===== config.mk =====
export PLATFORM = sky130hd
export DESIGN_NAME = rle_derivative_shape_decoder_flat
export DESIGN_NICKNAME = d
export VERILOG_FILES = /design/src/sv/rlds_pkg.sv /design/src/sv/rlds_if.sv /design/src/sv/rlds_ctrl.sv /design/src/sv/rlds_dp.sv /design/src/sv/rle_derivative_shape_decoder.sv /design/src/flat_wrapper.sv
export SDC_FILE = /design/constraint.sdc
export NUM_CORES = 1
export LEC_CHECK = 0
export CAP_MARGIN = 5
export CORE_UTILIZATION = 44
export DETAILED_ROUTE_END_ITERATION = 16
export DONT_BUFFER_PORTS = 1
export PLACE_DENSITY_LB_ADDON = 0.2
export SLEW_MARGIN = 20
export SYNTH_ARGS = -nofsm -noshare
export SYNTH_HDL_FRONTEND = slang
export SYNTH_HIERARCHICAL = 1
export SYNTH_SLANG_ARGS = --single-unit
export TNS_END_PERCENT = 1

===== constraint.sdc =====
create_clock -name clk -period 7.45 [get_ports clk]
set_input_delay 0.745 -clock clk [delete_from_list [all_inputs] [get_ports clk]]
set_output_delay 0.745 -clock clk [all_outputs]
set_load 0.02 [all_outputs]

===== src/sv/rlds_pkg.sv =====
package rlds_pkg;

  localparam int VAL_W = 32;
  localparam int SUM_W = 40;
  localparam int CFG_W = 7;
  localparam int ST_W  = 2;
  localparam int PH_W  = 2;
  // width for length compares; holds count plus a short run without wrapping
  localparam int CMP_W = 8;

  localparam int MAX_SAMPLES_DEF = 64;
  localparam logic [CFG_W-1:0] CFG_RST = 7'd64;

  localparam logic [PH_W-1:0] PH_NONE = 2'd0;
  localparam logic [PH_W-1:0] PH_ONE  = 2'd1;
  localparam logic [PH_W-1:0] PH_PAIR = 2'd2;

  localparam logic [ST_W-1:0] ST_SAMPLE   = 2'd0;
  localparam logic [ST_W-1:0] ST_FMT_ERR  = 2'd1;
  localparam logic [ST_W-1:0] ST_DONE_OK  = 2'd2;
  localparam logic [ST_W-1:0] ST_MISMATCH = 2'd3;

  typedef struct packed {
    logic take;
    logic decide;
    logic emit_run;
    logic emit_tail;
    logic emit_err;
    logic emit_stat;
  } rlds_cmd_t;

  typedef struct packed {
    logic slot_free;
    logic plan_run;
    logic plan_tail;
    logic plan_err;
    logic plan_stat;
    logic rem_one;
    logic tail_pend;
  } rlds_stat_t;

endpackage


===== src/sv/rlds_if.sv =====
interface rlds_in_if;
  logic                                valid;
  logic                                ready;
  logic signed [rlds_pkg::VAL_W-1:0]   packed_value;
  logic                                last_packed;

  modport source (output valid, output packed_value, output last_packed, input ready);
  modport sink   (input valid, input packed_value, input last_packed, output ready);
endinterface

interface rlds_out_if;
  logic                                valid;
  logic                                ready;
  logic signed [rlds_pkg::SUM_W-1:0]   sample;
  logic                                sample_valid;
  logic [rlds_pkg::ST_W-1:0]           status;
  logic                                run_last;

  modport source (output valid, output sample, output sample_valid, output status,
                  output run_last, input ready);
  modport sink   (input valid, input sample, input sample_valid, input status,
                  input run_last, output ready);
endinterface

interface rlds_cfg_if;
  logic                                valid;
  logic                                ready;
  logic [rlds_pkg::CFG_W-1:0]          expected_samples;

  modport source (output valid, output expected_samples, input ready);
  modport sink   (input valid, input expected_samples, output ready);
endinterface


===== src/sv/rlds_ctrl.sv =====
module rlds_ctrl (
  input  logic                 clk,
  input  logic                 rst_n,
  input  logic                 in_valid,
  input  rlds_pkg::rlds_stat_t stat,
  output rlds_pkg::rlds_cmd_t  cmd
);

  localparam logic [2:0] S_IDLE   = 3'd0;
  localparam logic [2:0] S_DECIDE = 3'd1;
  localparam logic [2:0] S_RUN    = 3'd2;
  localparam logic [2:0] S_TAIL   = 3'd3;
  localparam logic [2:0] S_ERR    = 3'd4;
  localparam logic [2:0] S_STAT   = 3'd5;

  logic [2:0] state_r;
  logic [2:0] state_nxt;

  always_comb begin
    cmd       = '0;
    state_nxt = state_r;
    unique case (state_r)
      S_IDLE: begin
        cmd.take = 1'b1;
        if (in_valid) state_nxt = S_DECIDE;
      end
      S_DECIDE: begin
        cmd.decide = 1'b1;
        priority if (stat.plan_err)  state_nxt = S_ERR;
        else if (stat.plan_run)      state_nxt = S_RUN;
        else if (stat.plan_tail)     state_nxt = S_TAIL;
        else if (stat.plan_stat)     state_nxt = S_STAT;
        else                         state_nxt = S_IDLE;
      end
      S_RUN: begin
        if (stat.slot_free) begin
          cmd.emit_run = 1'b1;
          if (stat.rem_one) state_nxt = stat.tail_pend ? S_TAIL : S_IDLE;
        end
      end
      S_TAIL: begin
        if (stat.slot_free) begin
          cmd.emit_tail = 1'b1;
          state_nxt     = S_IDLE;
        end
      end
      S_ERR: begin
        if (stat.slot_free) begin
          cmd.emit_err = 1'b1;
          state_nxt    = S_IDLE;
        end
      end
      S_STAT: begin
        if (stat.slot_free) begin
          cmd.emit_stat = 1'b1;
          state_nxt     = S_IDLE;
        end
      end
      default: state_nxt = S_IDLE;
    endcase
  end

  always_ff @(posedge clk) begin
    if (!rst_n) state_r <= S_IDLE;
    else        state_r <= state_nxt;
  end

endmodule


===== src/sv/rlds_dp.sv =====
module rlds_dp #(
  parameter int MAX_SAMPLES = rlds_pkg::MAX_SAMPLES_DEF
) (
  input  logic                                clk,
  input  logic                                rst_n,
  input  logic                                in_valid,
  input  logic signed [rlds_pkg::VAL_W-1:0]   in_value,
  input  logic                                in_last,
  input  logic                                cfg_valid,
  input  logic [rlds_pkg::CFG_W-1:0]          cfg_data,
  output logic                                cfg_ready,
  input  logic                                out_ready,
  output logic                                out_valid,
  output logic signed [rlds_pkg::SUM_W-1:0]   out_sample,
  output logic                                out_sample_valid,
  output logic [rlds_pkg::ST_W-1:0]           out_status,
  output logic                                out_run_last,
  input  rlds_pkg::rlds_cmd_t                 cmd,
  output rlds_pkg::rlds_stat_t                stat
);

  localparam int CNT_W = $clog2(MAX_SAMPLES + 1);
  localparam int VW    = rlds_pkg::VAL_W;
  localparam int SW    = rlds_pkg::SUM_W;
  localparam int CW    = rlds_pkg::CMP_W;
  localparam logic [CW-1:0] MAX_C = CW'(MAX_SAMPLES);

  logic [rlds_pkg::CFG_W-1:0] exp_r, exp_nxt;
  logic [VW-1:0]              held_r, held_nxt;
  logic [VW-1:0]              run_val_r, run_val_nxt;
  logic [VW-1:0]              cur_r, cur_nxt;
  logic                       last_r, last_nxt;
  logic [rlds_pkg::PH_W-1:0]  phase_r, phase_nxt;
  logic [CNT_W-1:0]           cnt_r, cnt_nxt;
  logic [CNT_W-1:0]           rem_r, rem_nxt;
  logic                       tail_r, tail_nxt;
  logic [SW-1:0]              sum_r, sum_nxt;
  logic                       err_r, err_nxt;
  logic                       ov_r, ov_nxt;
  logic [SW-1:0]              osmp_r, osmp_nxt;
  logic                       osv_r, osv_nxt;
  logic [rlds_pkg::ST_W-1:0]  ost_r, ost_nxt;
  logic                       olast_r, olast_nxt;

  logic [CW-1:0] exp_c, eff_c, cnt_c, cnt_add_c, rep_c;
  logic          room_c, room2_c, rep_bad_c, bad_c, same_c, is_final;
  logic [15:0]   hi_c, lo_c;
  logic [VW-1:0] emit_val;
  logic [SW-1:0] sum_add;

  assign cfg_ready = 1'b1;

  // effective length: zero acts as one, clamp at the top
  always_comb begin
    exp_c = CW'(exp_r);
    if (exp_c == '0)         eff_c = CW'(1);
    else if (exp_c > MAX_C)  eff_c = MAX_C;
    else                     eff_c = exp_c;
  end

  assign cnt_c     = CW'(cnt_r);
  assign cnt_add_c = cnt_c + CW'(1);
  assign room_c    = cnt_c < eff_c;
  assign room2_c   = cnt_add_c < eff_c;
  assign same_c    = cur_r == held_r;

  // run length = integer part (truncated toward zero) plus two
  assign hi_c = cur_r[VW-1:VW-16];
  assign lo_c = cur_r[15:0];
  always_comb begin
    rep_bad_c = 1'b0;
    rep_c     = '0;
    if (!cur_r[VW-1]) begin
      if (hi_c >= 16'd64) rep_bad_c = 1'b1;
      else                rep_c     = CW'(hi_c[5:0]) + CW'(2);
    end else if (hi_c == 16'hFFFF) begin
      rep_c = (lo_c == '0) ? CW'(1) : CW'(2);
    end else if (hi_c == 16'hFFFE && lo_c != '0) begin
      rep_c = CW'(1);
    end else begin
      rep_bad_c = 1'b1;
    end
  end
  assign bad_c = rep_bad_c || ((cnt_c + rep_c) > eff_c);

  // plan for the controller, meaningful while deciding
  always_comb begin
    stat           = '0;
    stat.slot_free = !ov_r || out_ready;
    stat.rem_one   = rem_r == CNT_W'(1);
    stat.tail_pend = tail_r;
    if (!err_r) begin
      unique case (phase_r)
        rlds_pkg::PH_PAIR: begin
          stat.plan_err = bad_c;
          stat.plan_run = !bad_c;
        end
        rlds_pkg::PH_ONE: begin
          if (!room_c)                    stat.plan_stat = last_r;
          else if (!(same_c && !last_r))  stat.plan_run  = 1'b1;
        end
        default: begin
          if (room_c) stat.plan_tail = last_r;
          else        stat.plan_stat = last_r;
        end
      endcase
    end
  end

  assign emit_val = cmd.emit_run ? run_val_r : cur_r;
  assign sum_add  = sum_r + {{(SW-VW){emit_val[VW-1]}}, emit_val};
  assign is_final = cmd.emit_tail || (stat.rem_one && !tail_r);

  always_comb begin
    exp_nxt     = exp_r;
    held_nxt    = held_r;
    run_val_nxt = run_val_r;
    cur_nxt     = cur_r;
    last_nxt    = last_r;
    phase_nxt   = phase_r;
    cnt_nxt     = cnt_r;
    rem_nxt     = rem_r;
    tail_nxt    = tail_r;
    sum_nxt     = sum_r;
    err_nxt     = err_r;
    ov_nxt      = ov_r && !out_ready;
    osmp_nxt    = osmp_r;
    osv_nxt     = osv_r;
    ost_nxt     = ost_r;
    olast_nxt   = olast_r;

    if (cfg_valid) exp_nxt = cfg_data;

    if (cmd.take && in_valid) begin
      cur_nxt  = in_value;
      last_nxt = in_last;
    end

    if (cmd.decide) begin
      rem_nxt  = '0;
      tail_nxt = 1'b0;
      if (err_r) begin
        if (last_r) begin
          held_nxt = '0; phase_nxt = rlds_pkg::PH_NONE; cnt_nxt = '0;
          sum_nxt  = '0; err_nxt   = 1'b0;
        end
      end else begin
        unique case (phase_r)
          rlds_pkg::PH_PAIR: begin
            phase_nxt = rlds_pkg::PH_NONE;
            if (bad_c) begin
              if (last_r) begin
                held_nxt = '0; cnt_nxt = '0; sum_nxt = '0;
              end else begin
                err_nxt = 1'b1;
              end
            end else begin
              rem_nxt     = rep_c[CNT_W-1:0];
              run_val_nxt = held_r;
            end
          end
          rlds_pkg::PH_ONE: begin
            if (!room_c) begin
              phase_nxt = rlds_pkg::PH_NONE;
            end else if (same_c && !last_r) begin
              phase_nxt = rlds_pkg::PH_PAIR;
            end else begin
              rem_nxt     = CNT_W'(1);
              run_val_nxt = held_r;
              tail_nxt    = last_r && room2_c;
              if (room2_c && !last_r) held_nxt  = cur_r;
              else                    phase_nxt = rlds_pkg::PH_NONE;
            end
          end
          default: begin
            if (room_c && !last_r) begin
              held_nxt  = cur_r;
              phase_nxt = rlds_pkg::PH_ONE;
            end
          end
        endcase
      end
    end

    if (cmd.emit_run || cmd.emit_tail) begin
      sum_nxt   = sum_add;
      cnt_nxt   = cnt_add_c[CNT_W-1:0];
      if (cmd.emit_run) rem_nxt = rem_r - CNT_W'(1);
      ov_nxt    = 1'b1;
      osmp_nxt  = sum_add;
      osv_nxt   = 1'b1;
      olast_nxt = is_final;
      ost_nxt   = rlds_pkg::ST_SAMPLE;
      if (is_final && last_r) begin
        ost_nxt  = (cnt_add_c == eff_c) ? rlds_pkg::ST_DONE_OK : rlds_pkg::ST_MISMATCH;
        held_nxt = '0; phase_nxt = rlds_pkg::PH_NONE; cnt_nxt = '0;
        sum_nxt  = '0; err_nxt   = 1'b0;
      end
    end

    if (cmd.emit_err) begin
      ov_nxt    = 1'b1;
      osmp_nxt  = '0;
      osv_nxt   = 1'b0;
      ost_nxt   = rlds_pkg::ST_FMT_ERR;
      olast_nxt = 1'b1;
    end

    if (cmd.emit_stat) begin
      ov_nxt    = 1'b1;
      osmp_nxt  = sum_r;
      osv_nxt   = 1'b0;
      ost_nxt   = (cnt_c == eff_c) ? rlds_pkg::ST_DONE_OK : rlds_pkg::ST_MISMATCH;
      olast_nxt = 1'b1;
      held_nxt  = '0; phase_nxt = rlds_pkg::PH_NONE; cnt_nxt = '0;
      sum_nxt   = '0; err_nxt   = 1'b0;
    end
  end

  always_ff @(posedge clk) begin
    if (!rst_n) begin
      exp_r   <= rlds_pkg::CFG_RST;
      held_r  <= '0;
      phase_r <= rlds_pkg::PH_NONE;
      cnt_r   <= '0;
      sum_r   <= '0;
      err_r   <= 1'b0;
      ov_r    <= 1'b0;
    end else begin
      exp_r   <= exp_nxt;
      held_r  <= held_nxt;
      phase_r <= phase_nxt;
      cnt_r   <= cnt_nxt;
      sum_r   <= sum_nxt;
      err_r   <= err_nxt;
      ov_r    <= ov_nxt;
    end
  end

  always_ff @(posedge clk) begin
    run_val_r <= run_val_nxt;
    cur_r     <= cur_nxt;
    last_r    <= last_nxt;
    rem_r     <= rem_nxt;
    tail_r    <= tail_nxt;
    osmp_r    <= osmp_nxt;
    osv_r     <= osv_nxt;
    ost_r     <= ost_nxt;
    olast_r   <= olast_nxt;
  end

  assign out_valid        = ov_r;
  assign out_sample       = osmp_r;
  assign out_sample_valid = osv_r;
  assign out_status       = ost_r;
  assign out_run_last     = olast_r;

endmodule


===== src/sv/rle_derivative_shape_decoder.sv =====
// Channel  | Direction | Carries                                     | Taken when
// ---------+-----------+---------------------------------------------+---------------
// in_chan  | sink      | packed_value (s32 Q16.16), last_packed       | valid & ready
// out_chan | source    | sample (s40 Q24.16), sample_valid, status,   | valid & ready
//          |           | run_last                                     |
// cfg_chan | sink      | expected_samples (u7)                        | valid & ready
//
// Flow: an item is taken in one cycle and decoded in the next, then each result
//   leaves the output register one per cycle while out_chan is not stalled; the
//   input stays held until the item's last result has been issued.
// The sequencing state machine handles one item at a time.
// Reset (rst_n low, synchronous) clears the shape state and sets expected_samples
//   to 64.
// A stall on out_chan holds the result in the output register and freezes the run.
module rle_derivative_shape_decoder #(
  parameter int MAX_SAMPLES = rlds_pkg::MAX_SAMPLES_DEF
) (
  input  logic         clk,
  input  logic         rst_n,
  rlds_in_if.sink      in_chan,
  rlds_out_if.source   out_chan,
  rlds_cfg_if.sink     cfg_chan
);

  rlds_pkg::rlds_cmd_t  cmd;
  rlds_pkg::rlds_stat_t stat;

  // Controller: take, decode, then walk the run, tail sample, error or status result.
  rlds_ctrl u_ctrl (
    .clk      (clk),
    .rst_n    (rst_n),
    .in_valid (in_chan.valid),
    .stat     (stat),
    .cmd      (cmd)
  );

  // Datapath: hold the shape state, work out the run length and the length checks,
  // accumulate the running total and own the output register.
  rlds_dp #(
    .MAX_SAMPLES (MAX_SAMPLES)
  ) u_dp (
    .clk              (clk),
    .rst_n            (rst_n),
    .in_valid         (in_chan.valid),
    .in_value         (in_chan.packed_value),
    .in_last          (in_chan.last_packed),
    .cfg_valid        (cfg_chan.valid),
    .cfg_data         (cfg_chan.expected_samples),
    .cfg_ready        (cfg_chan.ready),
    .out_ready        (out_chan.ready),
    .out_valid        (out_chan.valid),
    .out_sample       (out_chan.sample),
    .out_sample_valid (out_chan.sample_valid),
    .out_status       (out_chan.status),
    .out_run_last     (out_chan.run_last),
    .cmd              (cmd),
    .stat             (stat)
  );

  // Accept only while idle; decode and emission keep the input stalled.
  assign in_chan.ready = cmd.take;

endmodule


===== src/flat_wrapper.sv =====
// flat-port wrapper written by rule: the top's interface ports become plain ports
module rle_derivative_shape_decoder_flat 
#(
  parameter int MAX_SAMPLES = rlds_pkg::MAX_SAMPLES_DEF
)
  (clk, rst_n, in_chan_valid, in_chan_packed_value, in_chan_last_packed, in_chan_ready, out_chan_valid, out_chan_sample, out_chan_sample_valid, out_chan_status, out_chan_run_last, out_chan_ready, cfg_chan_valid, cfg_chan_expected_samples, cfg_chan_ready);
  rlds_in_if in_chan_i ();
  rlds_out_if out_chan_i ();
  rlds_cfg_if cfg_chan_i ();
  input  logic clk;
  input  logic rst_n;
  input wire logic [$bits(in_chan_i.valid)-1:0] in_chan_valid;
  input wire logic [$bits(in_chan_i.packed_value)-1:0] in_chan_packed_value;
  input wire logic [$bits(in_chan_i.last_packed)-1:0] in_chan_last_packed;
  output wire logic [$bits(in_chan_i.ready)-1:0] in_chan_ready;
  output wire logic [$bits(out_chan_i.valid)-1:0] out_chan_valid;
  output wire logic [$bits(out_chan_i.sample)-1:0] out_chan_sample;
  output wire logic [$bits(out_chan_i.sample_valid)-1:0] out_chan_sample_valid;
  output wire logic [$bits(out_chan_i.status)-1:0] out_chan_status;
  output wire logic [$bits(out_chan_i.run_last)-1:0] out_chan_run_last;
  input wire logic [$bits(out_chan_i.ready)-1:0] out_chan_ready;
  input wire logic [$bits(cfg_chan_i.valid)-1:0] cfg_chan_valid;
  input wire logic [$bits(cfg_chan_i.expected_samples)-1:0] cfg_chan_expected_samples;
  output wire logic [$bits(cfg_chan_i.ready)-1:0] cfg_chan_ready;
  assign in_chan_i.valid = in_chan_valid;
  assign in_chan_i.packed_value = in_chan_packed_value;
  assign in_chan_i.last_packed = in_chan_last_packed;
  assign in_chan_ready = in_chan_i.ready;
  assign out_chan_valid = out_chan_i.valid;
  assign out_chan_sample = out_chan_i.sample;
  assign out_chan_sample_valid = out_chan_i.sample_valid;
  assign out_chan_status = out_chan_i.status;
  assign out_chan_run_last = out_chan_i.run_last;
  assign out_chan_i.ready = out_chan_ready;
  assign cfg_chan_i.valid = cfg_chan_valid;
  assign cfg_chan_i.expected_samples = cfg_chan_expected_samples;
  assign cfg_chan_ready = cfg_chan_i.ready;
  rle_derivative_shape_decoder #(.MAX_SAMPLES(MAX_SAMPLES)) u_core (.clk(clk), .rst_n(rst_n), .in_chan(in_chan_i), .out_chan(out_chan_i), .cfg_chan(cfg_chan_i));
endmodule

Word level (Yosys, flattened, before mapping)
Cells that the tools add are included.
Storage, ports and cells
  output and inout port bits: 47
  flip-flop bits (word level): 210
  word-level logic and storage cells: 190
Cells by class
  bitwise gates (word level): 4
  equal/unequal tests: 20
  multiplexer cells: 104
  add/sub/neg operators: 5
  reductions and logical operators: 35
  order comparisons: 5
Operators with widths (number)
  $mux 32: 14
  $mux 40: 10
  $pmux 32 s2: 2
  $mux 7: 15
  $add 40x40->40: 1
  $mux 1: 33
  $eq 16x16->1 const B: 2
  $eq 32x32->1: 1
  $mux 2: 16
  $mux 3: 8
  $ge 16x7->1 const B: 1
  $logic_not 16->1: 1
  $reduce_bool 16->1: 1
  $pmux 7 s2: 1
  $pmux 3 s4: 1
  $ne 2x2->1 const B: 5
  $logic_and 1x1->1: 9
  $reduce_bool 3->1: 3
  $add 7x1->8 const B: 1
  $add 7x8->8: 1
  $eq 7x8->1: 1
  $eq 8x8->1: 1
  $gt 8x8->1: 1
  $lt 7x8->1: 1
  other kinds (27): 43

Logic depth before layout (Yosys ltp)
Gate-level depths: netlist of run 1.
  depth after elaboration: 16
  gate-level depth with buffers: 26
  depth with buffers taken out: 25

Hierarchy
Netlist of run 1, hierarchy kept.
By module, submodules not included
  rlds_dp: times used 1, area each 13012.5 µm², cells an instance 1378
  rlds_ctrl: times used 1, area each 269.0 µm², cells an instance 38

Least setup slack after synthesis of run 1
Ideal clock, no wire load.
  path kind: register -> register
  start: reg u_core.u_dp.cur_r[27]
  end: reg u_core.u_dp.run_val_r[0] (enable)
  setup time: 421 ps
  path buffers: 0
  clock period less this slack: 5176 ps
  cell stages (with the launch flop): 20
  setup slack: 2274 ps
  data required time: 7029 ps
  arrival time: 4754 ps
  cells stage by stage: edfxtp_1 > nor4_1 > nand3_1 > o21ai_0 > nand2_1 > o21ai_0 > ha_1 > inv_1 > fa_1 > nor2b_1 > o21ai_0 > nand2b_1 > a21o_1 > a21oi_1 > xnor2_1 > ha_1 > a2111oi_0 > a211o_1 > a31oi_1 > nor2_1
Between the ends
  longest elaborated chain between the ends: 10
RTL lines
  start, declared: RTL line rlds_dp.sv:31  | logic [VW-1:0] cur_r, cur_nxt;
  start signal, assigned: RTL line rlds_dp.sv:242  | cur_r <= cur_nxt;
  parallel branches: the longest is 9 deep, another holds $ge 16x7->1
  $reduce_and 6->1 (no source line) (*)
  end signal, assigned: RTL line rlds_dp.sv:241  | run_val_r <= run_val_nxt;
  end, declared: RTL line rlds_dp.sv:30  | logic [VW-1:0] run_val_r, run_val_nxt;
Mark *: on every way between the ends.
A chain may end at the register's enable or synchronous reset.

==> out/results.ini, run 1 <==
[sta]
hold_viol=0
post-route-period-util_pct=72.0
fin_crit_ns=5.36
drv_slew=0
setup_violations=0
finalSetupTns_ns=0
worst_pin_slew_ns=0.932
relSlewSlack_pct=37.7
fmax_mhz=186
rsz0062_at_grt=no
clock_skew_ns=0.0234

[run_status]
outcome=finished, final reports clean

[routing]
drtIter0Drc=1005
wirelength_um=36800
drc=0
vias_per_cell=6.10
dr.pass1.iters=5
drtAntennaViolNets=0
wl_per_cell_um=20.7
via_count=10900

[synthesis]
synthCells=1416
yosys.area.top_type_share_pct=24.4
synth_edf_count=108
synthesis.nets=1536
synthTopCellsByArea=edfxtp_1, dfxtp_1, ha_1
syn_area_um2=13300
ys_ff_latch=210
ys_seq_area_share_pct=39.8
synth_common_cells=nand2_1, edfxtp_1, o21ai_0
synthMostInstantiatedCell=nand2_1
synth_warnings=6
synth_area_leader_cell=edfxtp_1
ys_types=87
syn_avg_cell_area_um2=9.38
synthArstFlopShare_pct=0
synth-main-ff-cell=edfxtp_1

[floorplanning]
initial_core_util_pct=44.8
design.core.area_um2=29600
die_area_um2=30900
row_count=63
die_w_um=176
ios=92
die_y_um=176

[clock_tree]
ctsResizeCount=0
cts_buffer_depth=3
path_clk_slew_ns=0.07
cts_buffers=24
clockRootBuffer=clkbuf_16
worst_skew_pair.late_latency_ns=0.54
hold_buffers=0
cts_sinks=210
htreeDepth=1
cts_tree=done
cts_setup_buffers=0

[power]
p_per_area_nw_per_um2=266
ir_worst_vdd_v=0.000199
p_leak_uw=0.00556

[worst_setup_path]
startpoint=u_core/u_dp/cur_r[13]
slowest_stage=edfxtp_1
path_common_cell=o21ai_0
worstSetupStartpointType=flip-flop
crit_path_cell_trace=nor4_1 > nand4_1 > o21ai_0 > nand2_1 > o21ai_0 > ha_1 > inv_1 > fa_1 > nor2b_1 > o21ai_0 > nand2b_1 > a21o_1 > a21oi_1 > xnor2_1 > ha_1 > a2111oi_0 > a211o_1 > a31oi_1 > nor2b_1 > or4b_4 > nor3_2 > o22ai_1 > o21ai_1
max_stage_delay_ns=0.52
critical_path_arrival_ns=5.84
path_class=reg2reg
cp.required_ns=7.92
r2r-start=u_core/u_dp/cur_r[13]
worstPathMaxFanout=5
worst_setup_path_end_kind=flip-flop

[placed_design]
placed_cell_area_um2=13500
portBuffers=0
hpwl_um=25200
gp_congestion=0.890

[flow_run]
maxCapViolCount=0

[hold_path]
min_from=in_chan_packed_value[2]
min_path_type=in2reg

[finish]
drive_gt1_share_pct=9.20
final_area_um2=14400
syn_to_final_growth_pct=8.44
insertedDiodeCount=0
nets=1494

[global_routing]
track_usage_pct=23.6
grt_max_degree=66
grt_pass1_vias=10000
grt_pass1_wl_um=57700
antenna_found_initial=0
grt-ovfl-total=0

[placed cells by master, fill, tap and decap left out, types with 9 or more instances in the layout]
cell,instances
nor2_1,60
nand2_1,136
a21oi_1,56
inv_1,32
o21ai_0,104
a22o_1,63
edfxtp_1,108
xnor2_1,32
a31oi_1,42
o21a_1,22
a21o_1,53
a211oi_1,12
o21ai_1,38
ha_1,72
nor3_1,22
clkinv_2,9
mux2_2,31
nor4_1,19
nand4_1,14
nand2b_1,15
and3_1,36
or3_1,9
clkbuf_16,24
a21boi_0,34
buf_4,18
dfxtp_1,102
nand3_1,31
xor2_1,49
[per-stage QoR]
stage / total power, uW / util (%) / hold WS [ns] / setup slack, ns / cells
after floorplan: 2280 / - / 0.447 / 2.27 / 1416
after global placement: 2510 / 45.6 / 0.465 / 2.29 / 1738
after detailed placement: 2520 / 45.6 / 0.478 / 2.21 / 1738
after CTS: 3850 / 48.6 / 0.273 / 2.15 / 1782
after global routing: 4010 / 48.6 / 0.283 / 1.66 / 1782
final: 3830 / 48.6 / 0.298 / 2.09 / 1782
[area by class of cell]
cell class,instances,area [um^2]
Sequential cell,210,5290
Timing Repair Buffer,18,135
Fill cell,2805,15200
Tap cell,390,488
Clock buffer,27,632
Clock inverter,17,250
Multi-Input combinational cell,1086,7480
Inverter,34,128
[cells by family after synthesis]
group	Yosys count	share of synthesized area (%)
AO/OA/AOI/OAI	503	25.8
XOR/XNOR	81	5.34
adder cells (fa/ha/maj)	75	7.18
buffers and inverters	120	4.29
flip-flops	210	39.8
multiplexers	39	3.23
other	1	0.0282
AND/OR/NAND/NOR	387	14.3
[layer usage]
layer	track usage (%)	share of wire (%)	wire length [um]	vias up
met4	6.34	2.2	828	0
li1	-	-	-	5246
met3	2.92	6.3	2320	49
met5	0	0	0	-
met1	33.5	46	17000	5207
met2	37.7	45	16700	374
[critical path, delay by kind of cell (launching register included)]
family	cells	cell delay (ns)
buffers and inverters	1	0.07
and+or+nand+nor	8	1.92
DFF	1	0.52
AOI/OAI and AO/OA	10	1.76
xor gates and xnor gates	1	0.13
adders and majority gates	3	0.90
[final timing paths]
path                         endpoint  slack, ns  depth (start not counted)
min reg2reg     u_core/u_dp/sum_r[35]       0.49                          2
max reg2reg  u_core/u_ctrl/state_r[0]       2.09                         23
min              u_core/u_dp/cur_r[2]       0.30                          0
max          u_core/u_ctrl/state_r[0]       2.09                         23
[power breakdown]
| part | switching, uW | leakage (uW) | total, uW | internal [uW] |
|---|---|---|---|---|
| registers | 163 | 0.00185 | 1530 | 1370 |
| clock network | 501 | 0.000443 | 1320 | 820 |
| logic | 593 | 0.00327 | 975 | 382 |
[sequential cells by signal (all words and copies together) (netlist names), 2 cells and up]
signal                  flops
u_core/u_dp/run_val_r      32
u_core/u_dp/sum_r          40
u_core/u_dp/out_sample     40
u_core/u_dp/cnt_r           7
u_core/u_dp/phase_r         2
u_core/u_dp/exp_r           7
u_core/u_dp/rem_r           7
u_core/u_dp/held_r         32
u_core/u_ctrl/state_r       3
u_core/u_dp/out_status      2
u_core/u_dp/cur_r          32
Note: power is estimated with default switching activity, not from simulation.
==> run 2: changes to the inputs <==
Clock period 7.45 ns to 4.4 ns, I/O delays scaled along.
==> run 2 against run 1 <==
- first-iteration DRC count is 22% lower
- count of clock-buffer cells in the layout is 3 higher
- critical path depth is 1 higher
- sequential share of layout area is 2.8 points lower
- worst hold slack worse by 0.26 ns
- total power is 67% higher
- combinational power is 93% higher
- critical path type unchanged
- the flow now finishes with violations (setup timing)
- clock power is 48% higher
- final cell count is 7.7% higher
- design area is 8.1% higher
==> out/results.ini, run 2 (same netlist as run 1, synthesis figures left out) <==
[routing]
drtIter0Drc=779
wirelength_um=37100
dr.pass1.iters=5
drc=0
wl_per_cell_um=19.4
via_count=11300
drtAntennaViolNets=0
vias_per_cell=5.91

[worst_setup_path]
r2r-start=u_core/u_dp/cur_r[11]
cp.required_ns=4.86
worstPathMaxFanout=2
worst_setup_path_end_kind=flip-flop
cpLargestDelayFamily=simple AND/OR/NAND/NOR gates
rr_worst_depth=24
path_common_cell=buf_4
worstSetupStartpointType=flip-flop
crit_path_cell_trace=nor4_4 > buf_4 > nand4_1 > buf_4 > o21ai_2 > nand2_1 > o21ai_2 > ha_2 > inv_2 > fa_2 > nor2b_1 > o21ai_1 > nand2b_1 > buf_4 > xor2_1 > ha_1 > a2111oi_4 > a211o_1 > a31oi_2 > nor2b_4 > or4b_4 > nor3_2 > o22ai_1 > o21ai_1
max_stage_delay_ns=0.50
ff2ff_setup_slack_ns=-0.03
path_class=reg2reg
critical_path_arrival_ns=4.90
path_buf_inv=4
r2r_end=u_core/u_ctrl/state_r[0]
slowest_stage=or4b_4

[finish]
multi_input_area_um2=7570
nets=1631
fill_cells=2790
mostFrequentLayoutCell=nand2_1
fin_util_pct=52.5
final_area_um2=15600
seqCellArea_um2=5290
syn_to_final_growth_pct=17.2
layout_common_cells=nand2_1, buf_4, edfxtp_1, dfxtp_1, o21ai_0
insertedDiodeCount=0
drive_gt1_share_pct=15.7

[floorplanning]
die_w_um=176
initial_core_util_pct=44.8
design.core.area_um2=29600
die_y_um=176
die_area_um2=30900
row_count=63
ios=92

[global_routing]
grt_pass1_wl_um=59000
grt_max_degree=66
grt_pass1_vias=10800
track_usage_pct=24.0
grt-ovfl-total=0
antenna_found_initial=0

[sta]
fin_crit_ns=4.43
setup_violations=3
setup_slack_ns=-0.0317
rsz0062_at_grt=yes
relSlewSlack_pct=47.2
finalSetupTns_ns=-0.0530
drv_slew=0
clock_skew_ns=0.0158
post-route-period-util_pct=101
hold_ws_ns=0.0385
fmax_mhz=226
hold_viol=0
worst_pin_slew_ns=0.790

[power]
p_leak_uw=0.00617
ir_worst_vdd_v=0.000262
power_uw=6370
p_per_area_nw_per_um2=409

[placed_design]
placed_cell_area_um2=14300
gp_congestion=0.926
hpwl_um=26600
portBuffers=0

[clock_tree]
worst_skew_pair.late_latency_ns=0.53
htreeDepth=1
cts_buffers=25
path_clk_slew_ns=0.06
cts_sinks=210
cts_buffer_depth=3
clockRootBuffer=clkbuf_16
cts_tree=done

[hold_path]
whs_endpoint=u_core/u_ctrl/state_r[1]
min_path_type=in2reg
min_from=rst_n
whs_path_depth=1

[run_status]
violations=setup timing
outcome=complete, but fails checks

[flow_run]
maxCapViolCount=0

[run 2: cell count changes in the layout (fill, tap and decap cells not counted), moves of 3 or more]
cell | before | now
buf_4 | 18 | 111
dlygate4sd3_1 | 0 | 34
buf_12 | 0 | 6
clkinvlp_4 | 0 | 6
bufinv_16 | 6 | 1
clkinv_2 | 9 | 4
o21ai_0 | 104 | 100
buf_6 | 0 | 3
clkbuf_1 | 1 | 4
clkinv_1 | 2 | 5
o21ai_2 | 1 | 4
[run 2: cell type report]
cell class,count,area share (%)
Tap cell,390,3.13
Sequential cell,210,33.9
Multi-Input combinational cell,1086,48.6
Inverter,34,0.820
Clock buffer,30,4.20
Clock inverter,15,0.739
Timing Repair Buffer,154,8.53
[run 2: routing by layer]
metal  wire (um)  vias up  GRT usage (%)
met3        1920       68           2.73
met2       17000      324           38.9
met1       17100     5433           33.1
met4        1180        0           7.83
li1            -     5516              -
met5           0        -              0
[run 2: stage by stage]
step,instances,worst slack [ns]
global placement,1838,-0.372
global route,1919,-0.370
detailed placement,1838,-0.552
finish,1919,-0.0317
floorplan,1416,-0.0680
CTS,1918,-0.193
[run 2: where the power goes]
part	switching [uW]	internal [uW]	leakage, uW
sequential	221	2310	0.00185
clock	836	1120	0.000360
combinational	1090	794	0.00396
total	2150	4230	0.00617
[run 2: how the worst max path moves through the flow]
| stage | from | to | slack [ns] | cells after the start |
|---|---|---|---|---|
| finish | u_core/u_dp/cur_r[11] | u_core/u_ctrl/state_r[0] | -0.03 | 24 |
| global route | u_core/u_dp/cur_r[11] | u_core/u_ctrl/state_r[0] | -0.37 | 21 |
| CTS | u_core/u_dp/cur_r[14] | u_core/u_ctrl/state_r[0] | -0.19 | 26 |
| detailed placement | u_core/u_dp/cur_r[12] | u_core/u_ctrl/state_r[0] | -0.55 | 25 |
| global placement | u_core/u_dp/cur_r[11] | u_core/u_ctrl/state_r[0] | -0.37 | 25 |
| floorplan | u_core/u_dp/cur_r[27] | u_core/u_ctrl/state_r[0] | -0.07 | 23 |
[run 2: worst reg2reg max path, stage by stage, from the launching register on]
cell and delay [ns]:
edfxtp_1 0.42, nor4_4 0.31, buf_4 0.17, nand4_1 0.08
buf_4 0.17, o21ai_2 0.10, nand2_1 0.07, o21ai_2 0.09
ha_2 0.22, inv_2 0.04, fa_2 0.33, nor2b_1 0.11
o21ai_1 0.06, nand2b_1 0.10, buf_4 0.11, xor2_1 0.05
ha_1 0.26, a2111oi_4 0.36, a211o_1 0.22, a31oi_2 0.10
nor2b_4 0.15, or4b_4 0.50, nor3_2 0.16, o22ai_1 0.08
o21ai_1 0.11
[run 2: timing repair]
item / in CTS / in global routing
setup buffers: 1 / 1
pin swaps: 14 / 11
endpoints found under the hold margin: 34 / 0
gates resized for setup: 19 / 10
hold buffers: 34 / 0
endpoints found under the setup margin: 121 / 122
==> run 3: changes to the inputs <==
Settings changed: CORE_UTILIZATION 44 to 25, CTS_BUF_LIST from default to sky130_fd_sc_hd__clkbuf_8, TNS_END_PERCENT 1 to default.
==> run 3 against run 2 <==
- the run still ends with setup timing left
- combinational power increased by 5%
- design area increased by 5.2%
- clock power increased by 13%
- critical path depth increased by 3
- total power increased by 5.6%
- via count increased by 0.89%
- count of clock-buffer cells in the layout increased by 21
- maximum frequency decreased by 1.1%
- highest routed layer unchanged
==> out/results.ini, run 3 (same netlist as run 1, synthesis figures left out) <==
[sta]
worst_pin_slew_ns=0.999
fin_crit_ns=4.48
hold_viol=0
rsz0062_at_grt=yes
post-route-period-util_pct=102
relSlewSlack_pct=33.2
setup_violations=57
drv_slew=0
fmax_mhz=223
clock_skew_ns=0.0235
setup_slack_ns=-0.0810
finalSetupTns_ns=-2.14

[power]
power.internal_uw=4420
power_uw=6730
pwr-share-clk_pct=33.0
comb_power_share_pct=29.3
p_sw_share_pct=34.4
p_leak_uw=0.00639
p_seq_share_pct=37.7
p_switching_uw=2320
ir_worst_vdd_v=0.000192
p_per_area_nw_per_um2=411

[routing]
drtAntennaViolNets=0
drc=0
wirelength_um=44000
drtIter0Drc=679
vias_per_cell=5.05
dr.pass1.iters=6
wl_per_cell_um=19.4
via_count=11400

[placed_design]
gp_congestion=0.844
dp_cells=2127
hpwl_um=30800
portBuffers=0
placed_cell_area_um2=14700

[floorplanning]
design.core.area_um2=52600
ios=92
row_count=84
die_area_um2=54100
die_w_um=232
initial_core_util_pct=25.3
die_y_um=232

[run_status]
violations=setup timing
outcome=complete, but fails checks

[worst_setup_path]
worst_setup_path_end_kind=flip-flop
path_class=reg2reg
critical_path_arrival_ns=4.83
worstPathMaxFanout=8
cp.required_ns=4.75
worstSetupStartpointType=flip-flop

[clock_tree]
cts_sinks=210
cts_buffer_depth=3
cts_tree=done
cts_buffers=43
htreeDepth=2
path_clk_slew_ns=0.06
clockRootBuffer=clkbuf_8
worst_skew_pair.late_latency_ns=0.60

[finish]
final_area_um2=16400
layout_common_cells=nand2_1, edfxtp_1, buf_4, dfxtp_1, o21ai_0
syn_to_final_growth_pct=23.4
mostFrequentLayoutCell=nand2_1
fin_util_pct=31.2
nets=1661
instances_no_fill=2264
drive_gt1_share_pct=18.0

[global_routing]
grt_max_degree=66
grt_pass1_wl_um=66700
antenna_found_initial=2
grt_pass1_vias=11300
grt-ovfl-total=0
track_usage_pct=16.0

[hold_path]
min_path_type=in2reg

[flow_run]
maxCapViolCount=0

## run 3: changes by cell type in the layout (fill, tap and decap cells not counted), sizes merged, moves of 4 or more
cell,previous run,this run
clkbuf,30,54
dlygate4sd3,34,47
inv,33,45
clkinvlp,6,1
buf,120,116
## run 3: timing repair
| action | 4_1_cts | 5_1_grt |
|---|---|---|
| hold endpoints to repair | 43 | 0 |
| cloned | 0 | 3 |
| resized for setup | 18 | 31 |
| hold buffers | 47 | 0 |
| setup buffers | 0 | 9 |
| pin swaps | 14 | 24 |
| setup endpoints to repair | 121 | 123 |
## run 3: through the flow
step | hold slack, ns | worst slack (ns)
finish | 0.0673 | -0.0810
global route | 0.0321 | -0.368
CTS | 0.00400 | -0.0722
detailed placement | 0.472 | -0.417
global placement | 0.466 | -0.376
floorplan | 0.447 | 0.0514
## run 3: final timing paths
| kind | start | to | slack (ns) | cells after the start |
|---|---|---|---|---|
| max | u_core/u_dp/cur_r[0] | u_core/u_dp/run_val_r[24] | -0.08 | 27 |
| min | rst_n | u_core/u_ctrl/state_r[0] | 0.07 | 3 |
| max reg2reg | u_core/u_dp/cur_r[0] | u_core/u_dp/run_val_r[24] | -0.08 | 27 |
| min reg2reg | u_core/u_dp/sum_r[38] | u_core/u_dp/sum_r[38] | 0.48 | 2 |
## run 3: cell type report
cell class	instances	area, um^2
fill	5458	36200
multi-input combinational	1086	7680
sequential	210	5290
timing repair buffer	166	1510
tap	688	861
clock buffer	51	702
clock inverter	28	220
inverter	34	128
antenna	1	2.50
## run 3: metal layers
layer	up-vias	global-route usage, %	routed length (um)
li1	5588	-	-
met1	5563	21.3	20400
met2	236	25.7	20400
met3	55	3.80	2490
met4	0	4.23	809
met5	-	0	0
## run 3: power by group through the flow
stage / logic (uW) / clock network [uW] / registers (uW)
final: 1970 / 2220 / 2540
after global routing: 2170 / 2380 / 2570
after CTS: 1940 / 2310 / 2540
after detailed placement: 1880 / 0 / 2580
after global placement: 1870 / 0 / 2570
after floorplan: 1310 / 0 / 2540
## run 3: worst max-delay path, cell delays in order (launching register included)
cell and delay [ns]:
edfxtp_1 0.40, nor4_2 0.32, buf_4 0.16, nand4_1 0.11, buf_6 0.16, o21ai_2 0.10, nand2_1 0.07, o21ai_2 0.07
ha_2 0.21, inv_2 0.04, fa_2 0.35, nor2b_1 0.11, o21ai_1 0.06, nand2b_1 0.11, a21o_1 0.15, a21oi_2 0.06
xnor2_1 0.15, ha_2 0.31, nand3_2 0.08, nor2_1 0.04, a211o_1 0.31, a31oi_4 0.20, buf_6 0.12, buf_6 0.11
buf_6 0.10, nor2_4 0.03, buf_12 0.14, clkbuf_16 0.17
